### src/hw/rtl/bpug_pkg.sv
// shared types and constants for the bmp24 pixel unpack and gray block
`timescale 1ns / 1ps
`default_nettype none
package bpug_pkg;

    // configuration register indexes
    localparam logic [1:0] CFG_IMAGE_WIDTH  = 2'd0;
    localparam logic [1:0] CFG_IMAGE_HEIGHT = 2'd1;
    localparam logic [1:0] CFG_DATA_OFFSET  = 2'd2;

    // field widths fixed by the item format
    localparam int CFG_INDEX_W = 2;
    localparam int CFG_DATA_W  = 16;
    localparam int SIZE_REG_W  = 13;
    localparam int OFFSET_W    = 16;
    localparam int COORD_W     = 12;
    localparam int CHAN_W      = 8;

    // register reset values
    localparam logic [SIZE_REG_W-1:0] WIDTH_RESET  = 13'd1;
    localparam logic [SIZE_REG_W-1:0] HEIGHT_RESET = 13'd1;
    localparam logic [OFFSET_W-1:0]   OFFSET_RESET = 16'd54;

    // luma weights and rounding
    localparam logic [7:0] LUMA_R_WT = 8'd77;
    localparam logic [7:0] LUMA_G_WT = 8'd150;
    localparam logic [7:0] LUMA_B_WT = 8'd29;
    localparam logic [15:0] LUMA_ROUND = 16'd128;

    // one decoded pixel handed from parser to output stage
    typedef struct packed {
        logic [COORD_W-1:0] row;
        logic [COORD_W-1:0] col;
        logic [CHAN_W-1:0]  red;
        logic [CHAN_W-1:0]  green;
        logic [CHAN_W-1:0]  blue;
        logic               last;
    } pixel_t;

endpackage
`default_nettype wire

### src/hw/rtl/bpug_cfg_regs.sv
// configuration registers and effective image size clamping
`timescale 1ns / 1ps
`default_nettype none
module bpug_cfg_regs #(
    parameter int MAX_WIDTH  = 4096,
    parameter int MAX_HEIGHT = 4096,
    parameter int WW = $clog2(MAX_WIDTH + 1),
    parameter int HW = $clog2(MAX_HEIGHT + 1)
) (
    input  wire logic                           clk,
    input  wire logic                           rst_n,
    input  wire logic                           cfg_we,
    input  wire logic [bpug_pkg::CFG_INDEX_W-1:0] cfg_index,
    input  wire logic [bpug_pkg::CFG_DATA_W-1:0]  cfg_data,
    output logic [WW-1:0]                       eff_width,
    output logic [HW-1:0]                       eff_height,
    output logic [bpug_pkg::OFFSET_W-1:0]       offset
);
    import bpug_pkg::*;

    logic [SIZE_REG_W-1:0] image_width_reg;
    logic [SIZE_REG_W-1:0] image_height_reg;
    logic [OFFSET_W-1:0]   data_offset_reg;
    logic [31:0]           width_full;
    logic [31:0]           height_full;

    // register writes, unknown index ignored
    always_ff @(posedge clk or negedge rst_n)
    begin
        if (!rst_n)
        begin
            image_width_reg  <= WIDTH_RESET;
            image_height_reg <= HEIGHT_RESET;
            data_offset_reg  <= OFFSET_RESET;
        end
        else if (cfg_we)
        begin
            unique case (cfg_index)
                CFG_IMAGE_WIDTH:  image_width_reg  <= cfg_data[SIZE_REG_W-1:0];
                CFG_IMAGE_HEIGHT: image_height_reg <= cfg_data[SIZE_REG_W-1:0];
                CFG_DATA_OFFSET:  data_offset_reg  <= cfg_data[OFFSET_W-1:0];
                default:          ;
            endcase
        end
    end

    // zero size reads as one, oversize clamps to the maximum
    always_comb
    begin
        if (image_width_reg == '0)
            width_full = 32'd1;
        else if (32'(image_width_reg) > 32'(MAX_WIDTH))
            width_full = 32'(MAX_WIDTH);
        else
            width_full = 32'(image_width_reg);

        if (image_height_reg == '0)
            height_full = 32'd1;
        else if (32'(image_height_reg) > 32'(MAX_HEIGHT))
            height_full = 32'(MAX_HEIGHT);
        else
            height_full = 32'(image_height_reg);
    end

    assign eff_width  = width_full[WW-1:0];
    assign eff_height = height_full[HW-1:0];
    assign offset     = data_offset_reg;

endmodule
`default_nettype wire

### src/hw/rtl/bpug_parser.sv
// byte stream parser: header skip, bgr triples, row padding, pixel coordinates
`timescale 1ns / 1ps
`default_nettype none
module bpug_parser #(
    parameter int MAX_WIDTH  = 4096,
    parameter int MAX_HEIGHT = 4096,
    parameter int WW = $clog2(MAX_WIDTH + 1),
    parameter int HW = $clog2(MAX_HEIGHT + 1)
) (
    input  wire logic                       clk,
    input  wire logic                       rst_n,
    input  wire logic                       accept,
    input  wire logic [7:0]                 data_byte,
    input  wire logic                       file_start,
    input  wire logic [WW-1:0]              eff_width,
    input  wire logic [HW-1:0]              eff_height,
    input  wire logic [bpug_pkg::OFFSET_W-1:0] offset,
    output logic                            pix_valid,
    output bpug_pkg::pixel_t                pix
);
    import bpug_pkg::*;

    localparam int CW = (MAX_WIDTH > 1) ? $clog2(MAX_WIDTH) : 1;
    localparam int RW = (MAX_HEIGHT > 1) ? $clog2(MAX_HEIGHT) : 1;

    // byte phase codes within a pixel
    localparam logic [1:0] PH_BLUE  = 2'd0;
    localparam logic [1:0] PH_GREEN = 2'd1;
    localparam logic [1:0] PH_RED   = 2'd2;

    logic [OFFSET_W-1:0] skip_count_reg, skip_count_next, skip_cur;
    logic [RW-1:0]       row_count_reg, row_count_next, row_cur;
    logic [CW-1:0]       col_count_reg, col_count_next, col_cur;
    logic [1:0]          byte_phase_reg, byte_phase_next, phase_cur;
    logic [1:0]          pad_left_reg, pad_left_next, pad_cur;
    logic                image_done_reg, image_done_next, done_cur;
    logic [CHAN_W-1:0]   saved_blue_reg, saved_blue_next;
    logic [CHAN_W-1:0]   saved_green_reg, saved_green_next;
    logic [31:0]         row_flip;
    logic [31:0]         col_wide;
    logic                row_end;
    logic                img_end;
    logic                pixel_done;

    // a start flag makes this byte file position zero
    always_comb
    begin
        skip_cur  = file_start ? '0 : skip_count_reg;
        row_cur   = file_start ? '0 : row_count_reg;
        col_cur   = file_start ? '0 : col_count_reg;
        phase_cur = file_start ? PH_BLUE : byte_phase_reg;
        pad_cur   = file_start ? 2'd0 : pad_left_reg;
        done_cur  = file_start ? 1'b0 : image_done_reg;
    end

    // end of row and end of image tests against the live size
    assign row_end = (32'(col_cur) + 32'd1) >= 32'(eff_width);
    assign img_end = (32'(row_cur) + 32'd1) >= 32'(eff_height);

    // next state for one byte
    always_comb
    begin
        skip_count_next  = skip_cur;
        row_count_next   = row_cur;
        col_count_next   = col_cur;
        byte_phase_next  = phase_cur;
        pad_left_next    = pad_cur;
        image_done_next  = done_cur;
        saved_blue_next  = saved_blue_reg;
        saved_green_next = saved_green_reg;
        pixel_done       = 1'b0;

        if (done_cur)
        begin
            // bytes after the image are dropped
        end
        else if (32'(skip_cur) < 32'(offset))
        begin
            skip_count_next = skip_cur + OFFSET_W'(1);
        end
        else if (pad_cur != 2'd0)
        begin
            pad_left_next = pad_cur - 2'd1;
        end
        else
        begin
            unique case (phase_cur)
                PH_BLUE:
                begin
                    saved_blue_next = data_byte;
                    byte_phase_next = PH_GREEN;
                end
                PH_GREEN:
                begin
                    saved_green_next = data_byte;
                    byte_phase_next  = PH_RED;
                end
                default:
                begin
                    pixel_done      = 1'b1;
                    byte_phase_next = PH_BLUE;
                    if (row_end)
                    begin
                        col_count_next = '0;
                        pad_left_next  = eff_width[1:0];
                        if (img_end)
                            image_done_next = 1'b1;
                        else
                            row_count_next = row_cur + RW'(1);
                    end
                    else
                    begin
                        col_count_next = col_cur + CW'(1);
                    end
                end
            endcase
        end
    end

    // control state
    always_ff @(posedge clk or negedge rst_n)
    begin
        if (!rst_n)
        begin
            skip_count_reg <= '0;
            row_count_reg  <= '0;
            col_count_reg  <= '0;
            byte_phase_reg <= PH_BLUE;
            pad_left_reg   <= 2'd0;
            image_done_reg <= 1'b0;
        end
        else if (accept)
        begin
            skip_count_reg <= skip_count_next;
            row_count_reg  <= row_count_next;
            col_count_reg  <= col_count_next;
            byte_phase_reg <= byte_phase_next;
            pad_left_reg   <= pad_left_next;
            image_done_reg <= image_done_next;
        end
    end

    // saved channels, always written before they are read
    always_ff @(posedge clk)
    begin
        if (accept)
        begin
            saved_blue_reg  <= saved_blue_next;
            saved_green_reg <= saved_green_next;
        end
    end

    // pixel fields, row flipped to top-down modulo the field width
    assign row_flip = 32'(eff_height) - 32'd1 - 32'(row_cur);
    assign col_wide = 32'(col_cur);

    assign pix_valid = accept && pixel_done;

    always_comb
    begin
        pix.row   = row_flip[COORD_W-1:0];
        pix.col   = col_wide[COORD_W-1:0];
        pix.red   = data_byte;
        pix.green = saved_green_reg;
        pix.blue  = saved_blue_reg;
        pix.last  = row_end && img_end;
    end

    // phase code three is never reached
    assert property (@(posedge clk) disable iff (!rst_n) byte_phase_reg != 2'd3)
        else $error("byte phase out of range");

    // padding only counts down between pixels
    assert property (@(posedge clk) disable iff (!rst_n)
        pad_left_reg != 2'd0 |-> byte_phase_reg == PH_BLUE)
        else $error("padding inside a pixel");

    // a finished image leaves column and phase cleared
    assert property (@(posedge clk) disable iff (!rst_n)
        image_done_reg |-> (col_count_reg == '0 && byte_phase_reg == PH_BLUE))
        else $error("image done with partial state");

    // no pixel after the image until a new start
    assert property (@(posedge clk) disable iff (!rst_n)
        (image_done_reg && !file_start) |-> !pix_valid)
        else $error("pixel after end of image");

endmodule
`default_nettype wire

### src/hw/rtl/bpug_out_stage.sv
// luma computation and result register with flow control
`timescale 1ns / 1ps
`default_nettype none
module bpug_out_stage (
    input  wire logic                          clk,
    input  wire logic                          rst_n,
    input  wire logic                          pix_valid,
    input  wire bpug_pkg::pixel_t              pix,
    output logic                               take_ready,
    output logic                               out_valid,
    input  wire logic                          out_ready,
    output logic [bpug_pkg::COORD_W-1:0]       pixel_row,
    output logic [bpug_pkg::COORD_W-1:0]       pixel_col,
    output logic [bpug_pkg::CHAN_W-1:0]        red,
    output logic [bpug_pkg::CHAN_W-1:0]        green,
    output logic [bpug_pkg::CHAN_W-1:0]        blue,
    output logic [bpug_pkg::CHAN_W-1:0]        gray,
    output logic                               last_pixel
);
    import bpug_pkg::*;

    logic              out_valid_reg, out_valid_next;
    pixel_t            pix_reg;
    logic [CHAN_W-1:0] gray_reg;
    logic [15:0]       luma_sum;

    // weighted sum with rounding, fits 16 bits
    assign luma_sum = 16'(pix.red)   * 16'(LUMA_R_WT)
                    + 16'(pix.green) * 16'(LUMA_G_WT)
                    + 16'(pix.blue)  * 16'(LUMA_B_WT)
                    + LUMA_ROUND;

    // slot is free when empty or being drained this cycle
    assign take_ready = !out_valid_reg || out_ready;

    always_comb
    begin
        out_valid_next = out_valid_reg;
        if (pix_valid)
            out_valid_next = 1'b1;
        else if (out_ready)
            out_valid_next = 1'b0;
    end

    always_ff @(posedge clk or negedge rst_n)
    begin
        if (!rst_n)
            out_valid_reg <= 1'b0;
        else
            out_valid_reg <= out_valid_next;
    end

    // result payload
    always_ff @(posedge clk)
    begin
        if (pix_valid)
        begin
            pix_reg  <= pix;
            gray_reg <= luma_sum[15:8];
        end
    end

    assign out_valid  = out_valid_reg;
    assign pixel_row  = pix_reg.row;
    assign pixel_col  = pix_reg.col;
    assign red        = pix_reg.red;
    assign green      = pix_reg.green;
    assign blue       = pix_reg.blue;
    assign gray       = gray_reg;
    assign last_pixel = pix_reg.last;

endmodule
`default_nettype wire

### src/hw/rtl/bmp24_pixel_unpack_gray_top.sv
// top level of the bmp24 pixel unpack and gray block
// a result item is registered and valid in the cycle after its red byte is accepted
// throughput: one byte item per cycle while the output register is empty or out_ready is high
// a result waiting in the output register still lets the next byte in when out_ready is high
// reset: asynchronous active low, counters cleared as after a start flag
// reset loads image width 1, image height 1, data offset 54
`timescale 1ns / 1ps
`default_nettype none
module bmp24_pixel_unpack_gray_top #(
    parameter int MAX_WIDTH  = 4096,
    parameter int MAX_HEIGHT = 4096
) (
    input  wire logic                            clk,
    input  wire logic                            rst_n,
    input  wire logic                            cfg_we,
    input  wire logic [bpug_pkg::CFG_INDEX_W-1:0] cfg_index,
    input  wire logic [bpug_pkg::CFG_DATA_W-1:0]  cfg_data,
    input  wire logic                            in_valid,
    output logic                                 in_ready,
    input  wire logic [7:0]                      data_byte,
    input  wire logic                            file_start,
    output logic                                 out_valid,
    input  wire logic                            out_ready,
    output logic [bpug_pkg::COORD_W-1:0]         pixel_row,
    output logic [bpug_pkg::COORD_W-1:0]         pixel_col,
    output logic [bpug_pkg::CHAN_W-1:0]          red,
    output logic [bpug_pkg::CHAN_W-1:0]          green,
    output logic [bpug_pkg::CHAN_W-1:0]          blue,
    output logic [bpug_pkg::CHAN_W-1:0]          gray,
    output logic                                 last_pixel
);
    import bpug_pkg::*;

    localparam int WW = $clog2(MAX_WIDTH + 1);
    localparam int HW = $clog2(MAX_HEIGHT + 1);

    logic [WW-1:0]       eff_width;
    logic [HW-1:0]       eff_height;
    logic [OFFSET_W-1:0] offset;
    logic                accept;
    logic                pix_valid;
    pixel_t              pix;

    assign accept = in_valid && in_ready;

    // configuration registers
    bpug_cfg_regs #(
        .MAX_WIDTH  (MAX_WIDTH),
        .MAX_HEIGHT (MAX_HEIGHT),
        .WW         (WW),
        .HW         (HW)
    ) u_cfg (
        .clk        (clk),
        .rst_n      (rst_n),
        .cfg_we     (cfg_we),
        .cfg_index  (cfg_index),
        .cfg_data   (cfg_data),
        .eff_width  (eff_width),
        .eff_height (eff_height),
        .offset     (offset)
    );

    // byte parser
    bpug_parser #(
        .MAX_WIDTH  (MAX_WIDTH),
        .MAX_HEIGHT (MAX_HEIGHT),
        .WW         (WW),
        .HW         (HW)
    ) u_parser (
        .clk        (clk),
        .rst_n      (rst_n),
        .accept     (accept),
        .data_byte  (data_byte),
        .file_start (file_start),
        .eff_width  (eff_width),
        .eff_height (eff_height),
        .offset     (offset),
        .pix_valid  (pix_valid),
        .pix        (pix)
    );

    // luma and result register
    bpug_out_stage u_out (
        .clk        (clk),
        .rst_n      (rst_n),
        .pix_valid  (pix_valid),
        .pix        (pix),
        .take_ready (in_ready),
        .out_valid  (out_valid),
        .out_ready  (out_ready),
        .pixel_row  (pixel_row),
        .pixel_col  (pixel_col),
        .red        (red),
        .green      (green),
        .blue       (blue),
        .gray       (gray),
        .last_pixel (last_pixel)
    );

endmodule
`default_nettype wire
### config.mk
export PLATFORM = sky130hd
export DESIGN_NAME = bmp24_pixel_unpack_gray_top
export DESIGN_NICKNAME = d
export VERILOG_FILES = /design/src/hw/rtl/bpug_pkg.sv /design/src/hw/rtl/bpug_cfg_regs.sv /design/src/hw/rtl/bpug_parser.sv /design/src/hw/rtl/bpug_out_stage.sv /design/src/hw/rtl/bmp24_pixel_unpack_gray_top.sv
export SDC_FILE = /design/constraint.sdc
export NUM_CORES = 1
export LEC_CHECK = 0
export ABC_CLOCK_PERIOD_IN_PS = 10150
export BUFFER_PORTS_ARGS = -buffer_cell sky130_fd_sc_hd__buf_4
export CAP_MARGIN = 10
export CORE_ASPECT_RATIO = 1.5
export CORE_UTILIZATION = 30
export CTS_BUF_LIST = sky130_fd_sc_hd__clkbuf_2 sky130_fd_sc_hd__clkbuf_4 sky130_fd_sc_hd__clkbuf_8
export CTS_CLUSTER_SIZE = 28
export DETAILED_ROUTE_END_ITERATION = 12
export PLACE_DENSITY = 0.47
export SLEW_MARGIN = 0
export SYNTH_ARGS = -nofsm -noshare
export SYNTH_HDL_FRONTEND = slang
export SYNTH_SLANG_ARGS = --single-unit
### constraint.sdc
create_clock -name clk -period 10.15 [get_ports clk]
set_clock_uncertainty 0.1 [all_clocks]
set_input_delay 2.03 -clock clk [delete_from_list [all_inputs] [get_ports clk]]
set_output_delay 2.03 -clock clk [all_outputs]
set_load 0.02 [all_outputs]
Word-level counts from Yosys, hierarchy flattened
Index checks and enable logic that the tools add are counted.
{"block": "classes", "magnitude_cmp": 5, "n_mux": 44, "reduce_logical": 17, "n_addsub": 11, "n_eq_ne": 3, "bitwise": 3, "multipliers": 3}
{"op": "$mux 12", "n": 13}
{"op": "$mux 13", "n": 4}
{"op": "$mux 16", "n": 3}
{"op": "$ge 32x13->1", "n": 1}
{"op": "$mul 8x7->15 const B", "n": 2}
{"op": "$add 12x1->13 const B", "n": 2}
{"op": "$gt 13x13->1 const B", "n": 2}
{"op": "$logic_not 13->1", "n": 2}
{"op": "$add 12x1->12 const B", "n": 2}
{"op": "$mux 2", "n": 10}
{"op": "$add 15x16->16", "n": 1}
{"op": "$add 16x1->16 const B", "n": 1}
{"op": "$add 16x13->16", "n": 1}
{"op": "$add 16x8->16 const B", "n": 1}
{"op": "$lt 16x16->1", "n": 1}
{"op": "$ge 13x13->1", "n": 1}
{"op": "$mul 8x5->13 const B", "n": 1}
{"op": "$mux 1", "n": 13}
{"op": "$sub 12x1->12 const B", "n": 1}
{"op": "$sub 12x12->12", "n": 1}
{"op": "$reduce_and 5->1", "n": 2}
{"op": "$reduce_and 2->1", "n": 3}
{"op": "$eq 2x1->1 const B", "n": 2}
{"op": "$logic_not 2->1", "n": 2}
{"op": "9 further kinds", "n": 14}
{"block": "word_totals", "inputBits": 32, "regBits": 161, "output_inout_bits": 59, "word_cells": 105}

Logic depth before layout (Yosys ltp)
{"block": "depth", "word_depth": 10, "ltp_mapped": 27, "ltp_nobuf": 27}

By module
Synthesis repeated with hierarchy kept, for this count alone.
{"block": "hier_totals", "hier_cells": 1125, "hier_area_um2": 11937.7}
{"module": "bpug_parser", "area_per_inst_um2": 5091.1, "cells_per_inst": 599, "seq_area_each_um2": 1606.5, "instances": 1}
{"module": "bpug_out_stage", "area_per_inst_um2": 5022.3, "cells_per_inst": 399, "seq_area_each_um2": 1736.7, "instances": 1}
{"module": "bpug_cfg_regs", "area_per_inst_um2": 1818.0, "cells_per_inst": 126, "seq_area_each_um2": 1058.5, "instances": 1}
{"module": "bmp24_pixel_unpack_gray_top", "area_per_inst_um2": 6.3, "cells_per_inst": 1, "seq_area_each_um2": 0.0, "instances": 1}

Worst setup path after synthesis
No wires, ideal clock.
{"block": "synth_timing", "path_type": "input to register", "startpoint": "input port file_start", "endpoint": "register u_parser.row_count_reg[4]", "required_ns": 9.926, "setup_time_ns": 0.124, "cell_stages": 14, "slack_ns": 2.711, "arrival_time_ns": 7.215, "n_path_buf": 5, "path_cell_list": "buf_6 clkbuf_1 clkbuf_1 clkbuf_1 nor2b_1 ha_1 nand4_1 nor3_1 nand3_2 a211oi_2 and3_1 buf_2 nand4_1 xor2_1"}
{"block": "synth_between", "elab_chain_cells": 9, "word_cells_on_any_way": 22, "cone_classes": "3 x add/sub; 3 x order compare; 1 x eq/ne; 12 x mux; 3 x reduce/logical"}
{"item": "start, declared", "line_no": "bmp24_pixel_unpack_gray_top.sv:21", "text": "input wire logic file_start,"}
{"item": "branches (longest 8 deep; another with $ge 32x13->1)"}
{"item": "$mux 12 (*)", "line_no": "bpug_parser.sv:73", "text": "if (done_cur)"}
{"item": "end signal, assigned", "line_no": "bpug_parser.sv:135", "text": "row_count_reg <= row_count_next;"}
{"item": "end, declared", "line_no": "bpug_parser.sv:32", "text": "logic [RW-1:0] row_count_reg, row_count_next, row_cur;"}
Every way passes the cells marked *.
A chain may end at the register's enable or synchronous reset.

Final worst setup path
{"block": "layout_timing", "startpoint": "register u_parser.saved_green_reg[4]", "endpoint": "register u_out.gray_reg[7] (netlist: u_out.gray[7]), data pin"}
{"block": "layout_between", "elab_chain_cells": 4}
{"item": "start, declared", "line_no": "bpug_parser.sv:38", "text": "logic [CHAN_W-1:0] saved_green_reg, saved_green_next;"}
{"item": "start signal, assigned", "line_no": "bpug_parser.sv:149", "text": "saved_green_reg <= saved_green_next;"}
{"item": "$mul 8x7->15", "line_no": "bpug_out_stage.sv:29", "text": "+ 16'(pix.green) * 16'(LUMA_G_WT)"}
{"item": "$add 15x16->16", "line_no": "bpug_out_stage.sv:29"}
{"item": "$add 16x13->16", "line_no": "bpug_out_stage.sv:30", "text": "+ 16'(pix.blue) * 16'(LUMA_B_WT)"}
{"item": "$add 16x8->16", "line_no": "bpug_out_stage.sv:31", "text": "+ LUMA_ROUND;"}
{"item": "via u_out.luma_sum[15]", "line_no": "bpug_out_stage.sv:25", "text": "logic [15:0] luma_sum;"}
{"item": "end signal, assigned", "line_no": "bpug_out_stage.sv:59", "text": "gray_reg <= luma_sum[15:8];"}
{"item": "end, declared", "line_no": "bpug_out_stage.sv:24", "text": "logic [CHAN_W-1:0] gray_reg;"}
The timed path passes the listed nets, and every way through them passes these cells.

==> impl_metrics.env <==
export IMPL_antenna_found_initial=0
export IMPL_nNetsFinal=1396
export IMPL_post_cts_buffers=0
export IMPL_setup_repair_after_global_routing_missed_its_margin="no"
export IMPL_globalplace_congestion=0.819
export IMPL_groute_usage_overall_pct=15.5
export IMPL_setup_violations=0
export IMPL_filler_cell_count_in_the_final_layout=3846
export IMPL_path_class="flip-flop to flip-flop"
export IMPL_worst_r2r_cell_count=23
export IMPL_clk_root_buffer_cell="sky130_fd_sc_hd__clkbuf_8"
export IMPL_cts_root_to_sink_buffers=2
export IMPL_critPathRequiredTime_ns=10.30
export IMPL_die_outline_width_um=162
export IMPL_detail_route_antenna_nets=0
export IMPL_power_static_leakage_nw=6.14
export IMPL_portBuffers=90
export IMPL_final_core_utilization_pct=34.8
export IMPL_syn_avg_cell_area_um2=10.8
export IMPL_final_hold_viol_count=0
export IMPL_kind_of_cell_adding_the_most_delay_to_the_critical_path="adder cells"
export IMPL_clk_pin_slew_worst_paths_ns=0.11
export IMPL_flow_area_growth_from_synthesis_pct=14.1
export IMPL_synth_compound_gate_area_share_pct=7.80
export IMPL_fin_total_pwr_w=0.00178
export IMPL_drv_slew=0
export IMPL_cap_violations=0
export IMPL_die_height_um=242
export IMPL_mostFrequentLayoutCell="sky130_fd_sc_hd__inv_1"
export IMPL_synth_cell_area_um2=11500
export IMPL_worst_skew_late_latency_ns=0.51
export IMPL_setup_worst_path_start_class="flip-flop"
export IMPL_worst_endpoint_arrival_ns=7.35
export IMPL_firstDrtPassIters=5
export IMPL_power_per_cell_area_nw_per_um2=136
export IMPL_floorplan_initialDensity_pct=30.5
export IMPL_antenna_cells_inserted=0
export IMPL_synth_xor_xnor_area_share_pct=4.80
export IMPL_tightest_slew_ns=1.13
export IMPL_cp_cell_sequence="ha_1 > ha_1 > inv_1 > fa_1 > inv_1 > fa_1 > ha_1 > xor2_1 > fa_1 > fa_1 > fa_1 > fa_1 > inv_1 > ha_1 > ha_1 > nand2_1 > a21oi_1 > a31oi_1 > o21ai_0 > o21a_1 > nor2_1 > o21bai_1 > xnor2_1"
export IMPL_cts_num_sinks=161
export IMPL_post_synth_inst_count=1067
export IMPL_global_route_overflow_total=0
export IMPL_grt_pass1_wl_mm=45.8
export IMPL_yosys_mux_area_fraction_pct=4.46
export IMPL_via_per_inst=4.70
export IMPL_synth_top_family_by_area="adder cells"
export IMPL_clock_fmax_ghz=0.139
export IMPL_slowest_delay_ns=0.55
export IMPL_cts_resized=0
export IMPL_seq_area_frac_synth_pct=38.3
export IMPL_cts_hold_buffers=0
export IMPL_design_portCount=91
export IMPL_peakVddDrop_uv=62.5
export IMPL_detailroute_via_count=7807
export IMPL_critical_path_buf_inv_count=3
export IMPL_cts_max_level=4
export IMPL_adder_cell_share_of_the_synthesized_area_pct=26.1
export IMPL_pre_cts_slack_ns=2.49
export IMPL_synthesis_yosys_warnings=0
export IMPL_synth_enable_flop_cells=73
export IMPL_worstSetupEndpointType="flip-flop"
export IMPL_core_rowCount=87
export IMPL_synthDistinctLibCells=69
export IMPL_placed_cell_area_um2=12700
export IMPL_syn_nets=1305
export IMPL_detailedPlacementHpwl_mm=22.3
export IMPL_synth_top_cell_area_share_pct=19.1
export IMPL_post_drt_wl_per_cell_um=17.2
export IMPL_crit_slowest_cell="sky130_fd_sc_hd__fa_1"
export IMPL_netlist_top_cell_by_area="sky130_fd_sc_hd__edfxtp_1"
export IMPL_fin_area_um2=13100
export IMPL_drive_above_1_share_pct=17.3
export IMPL_timing_critical_path_fanout_max=5
export IMPL_min_path_type="flip-flop to flip-flop"
export IMPL_timing_critical_path_mode_cell="sky130_fd_sc_hd__fa_1"
export IMPL_postRouteWirelength_mm=28.5
export IMPL_synth_seq_cells=161
export IMPL_ys_top_cells_by_area="sky130_fd_sc_hd__edfxtp_1 (19%), sky130_fd_sc_hd__dfrtp_1 (18%), sky130_fd_sc_hd__ha_1 (16%)"
export IMPL_fp_dieArea_um2=39100
export IMPL_starting_drt_drc_count=290
export IMPL_max_slew_margin_pct=24.3
export IMPL_grt_max_degree=76
export IMPL_synth_async_sr_flop_share_pct=54.7
export IMPL_numCtsBuffers=17
export IMPL_cts_tree="yes"
export IMPL_layout_setup_ws_ns=2.95
export IMPL_final_period_minus_worst_setup_slack_ns=7.20
export IMPL_post_route_drc_count=0
export IMPL_hold_path_stages=1
export IMPL_layout_common_cells="sky130_fd_sc_hd__inv_1 (154), sky130_fd_sc_hd__ha_1 (150), sky130_fd_sc_hd__buf_4 (97), sky130_fd_sc_hd__nand2_1 (88), sky130_fd_sc_hd__dfrtp_1 (82)"
export IMPL_path_depth=23
export IMPL_post_synth_and_or_nand_nor_area_fraction_pct=12.4
export IMPL_coreArea_um2=37700
export IMPL_synth_ff_type="sky130_fd_sc_hd__dfrtp_1"
export IMPL_vias_in_the_first_global_route=8323
export IMPL_final_min_period_over_clock_period_pct=70.9
export IMPL_result_of_the_run="completed"
export IMPL_setup_tns_final_ns=0
==> final timing paths <==
| path | startpoint | to | slack, ns |
|---|---|---|---|
| min | u_parser.col_count_reg[9] | u_parser.col_count_reg[9] | 0.40 |
| max in group asynchronous | rst_n | u_cfg.image_height_reg[1] | 7.43 |
| max reg2reg | u_parser.saved_green_reg[4] | u_out.gray[7] | 2.95 |
| min reg2reg | u_parser.col_count_reg[9] | u_parser.col_count_reg[9] | 0.40 |
| min in group asynchronous | rst_n | u_cfg.image_width_reg[4] | 1.26 |
| max | u_parser.saved_green_reg[4] | u_out.gray[7] | 2.95 |
==> report_power, final <==
group / switching [W] / internal (W) / total (W)
Combinational: 0.000289 / 0.000227 / 0.000516
Clock: 0.000288 / 0.000212 / 0.000500
Sequential: 0.0000268 / 0.000740 / 0.000767
Total: 0.000604 / 0.00118 / 0.00178
==> cell families after synthesis <==
kind of cell / after synthesis
simple gates: 275
fa+ha+maj: 206
buf+inv: 179
flops: 161
compound gates: 137
xor+xnor: 63
mux: 46
==> stage by stage <==
step	cells	hold WS, ns
6_report	1660	0.400
3_3_place_gp	1628	0.379
5_1_grt	1660	0.422
2_1_floorplan	1067	0.358
3_5_place_dp	1628	0.374
4_1_cts	1660	0.404
==> layer usage <==
metal | GRT usage (%) | part of all wire [%] | up-vias
met1 | 17.1 | 39 | 3838
met3 | 2.59 | 2.4 | 30
li1 | - | - | 3827
met4 | 5.24 | 1.9 | 0
met5 | 0 | 0 | -
met2 | 29.4 | 56 | 112
==> synth_stat cells (3+ instances only) <==
cell type	count
sky130_fd_sc_hd__inv_1	154
sky130_fd_sc_hd__ha_1	150
sky130_fd_sc_hd__nand2_1	88
sky130_fd_sc_hd__dfrtp_1	82
sky130_fd_sc_hd__edfxtp_1	73
sky130_fd_sc_hd__fa_1	56
sky130_fd_sc_hd__nor2_1	47
sky130_fd_sc_hd__mux2_2	42
sky130_fd_sc_hd__a21oi_1	39
sky130_fd_sc_hd__xnor2_1	39
sky130_fd_sc_hd__o21ai_0	31
sky130_fd_sc_hd__nor2b_1	27
sky130_fd_sc_hd__nand3_1	24
sky130_fd_sc_hd__xor2_1	24
sky130_fd_sc_hd__nor3_1	19
sky130_fd_sc_hd__a21o_1	13
sky130_fd_sc_hd__and3_1	13
sky130_fd_sc_hd__clkbuf_1	13
sky130_fd_sc_hd__a22o_1	11
sky130_fd_sc_hd__a31oi_1	8
sky130_fd_sc_hd__nand4_1	8
sky130_fd_sc_hd__nor4_1	8
sky130_fd_sc_hd__buf_2	6
sky130_fd_sc_hd__dfstp_2	6
sky130_fd_sc_hd__nand2b_1	5
sky130_fd_sc_hd__and2_1	4
sky130_fd_sc_hd__mux2i_1	4
sky130_fd_sc_hd__nor3b_1	4
sky130_fd_sc_hd__o21ai_1	4
sky130_fd_sc_hd__o31ai_1	4
sky130_fd_sc_hd__a2111oi_0	3
sky130_fd_sc_hd__and4_4	3
sky130_fd_sc_hd__o21bai_1	3
sky130_fd_sc_hd__or3_1	3
==> final cells by class <==
type	instances	area [µm²]	share of cell area, %
Multi-Input combinational cell	727	6400	48.8
Sequential cell	161	4400	33.6
Timing Repair Buffer	97	728	5.55
Tap cell	489	612	4.67
Inverter	154	578	4.41
Clock buffer	19	255	1.95
Clock inverter	13	136	1.04
Power figures use the tool's default switching activity.
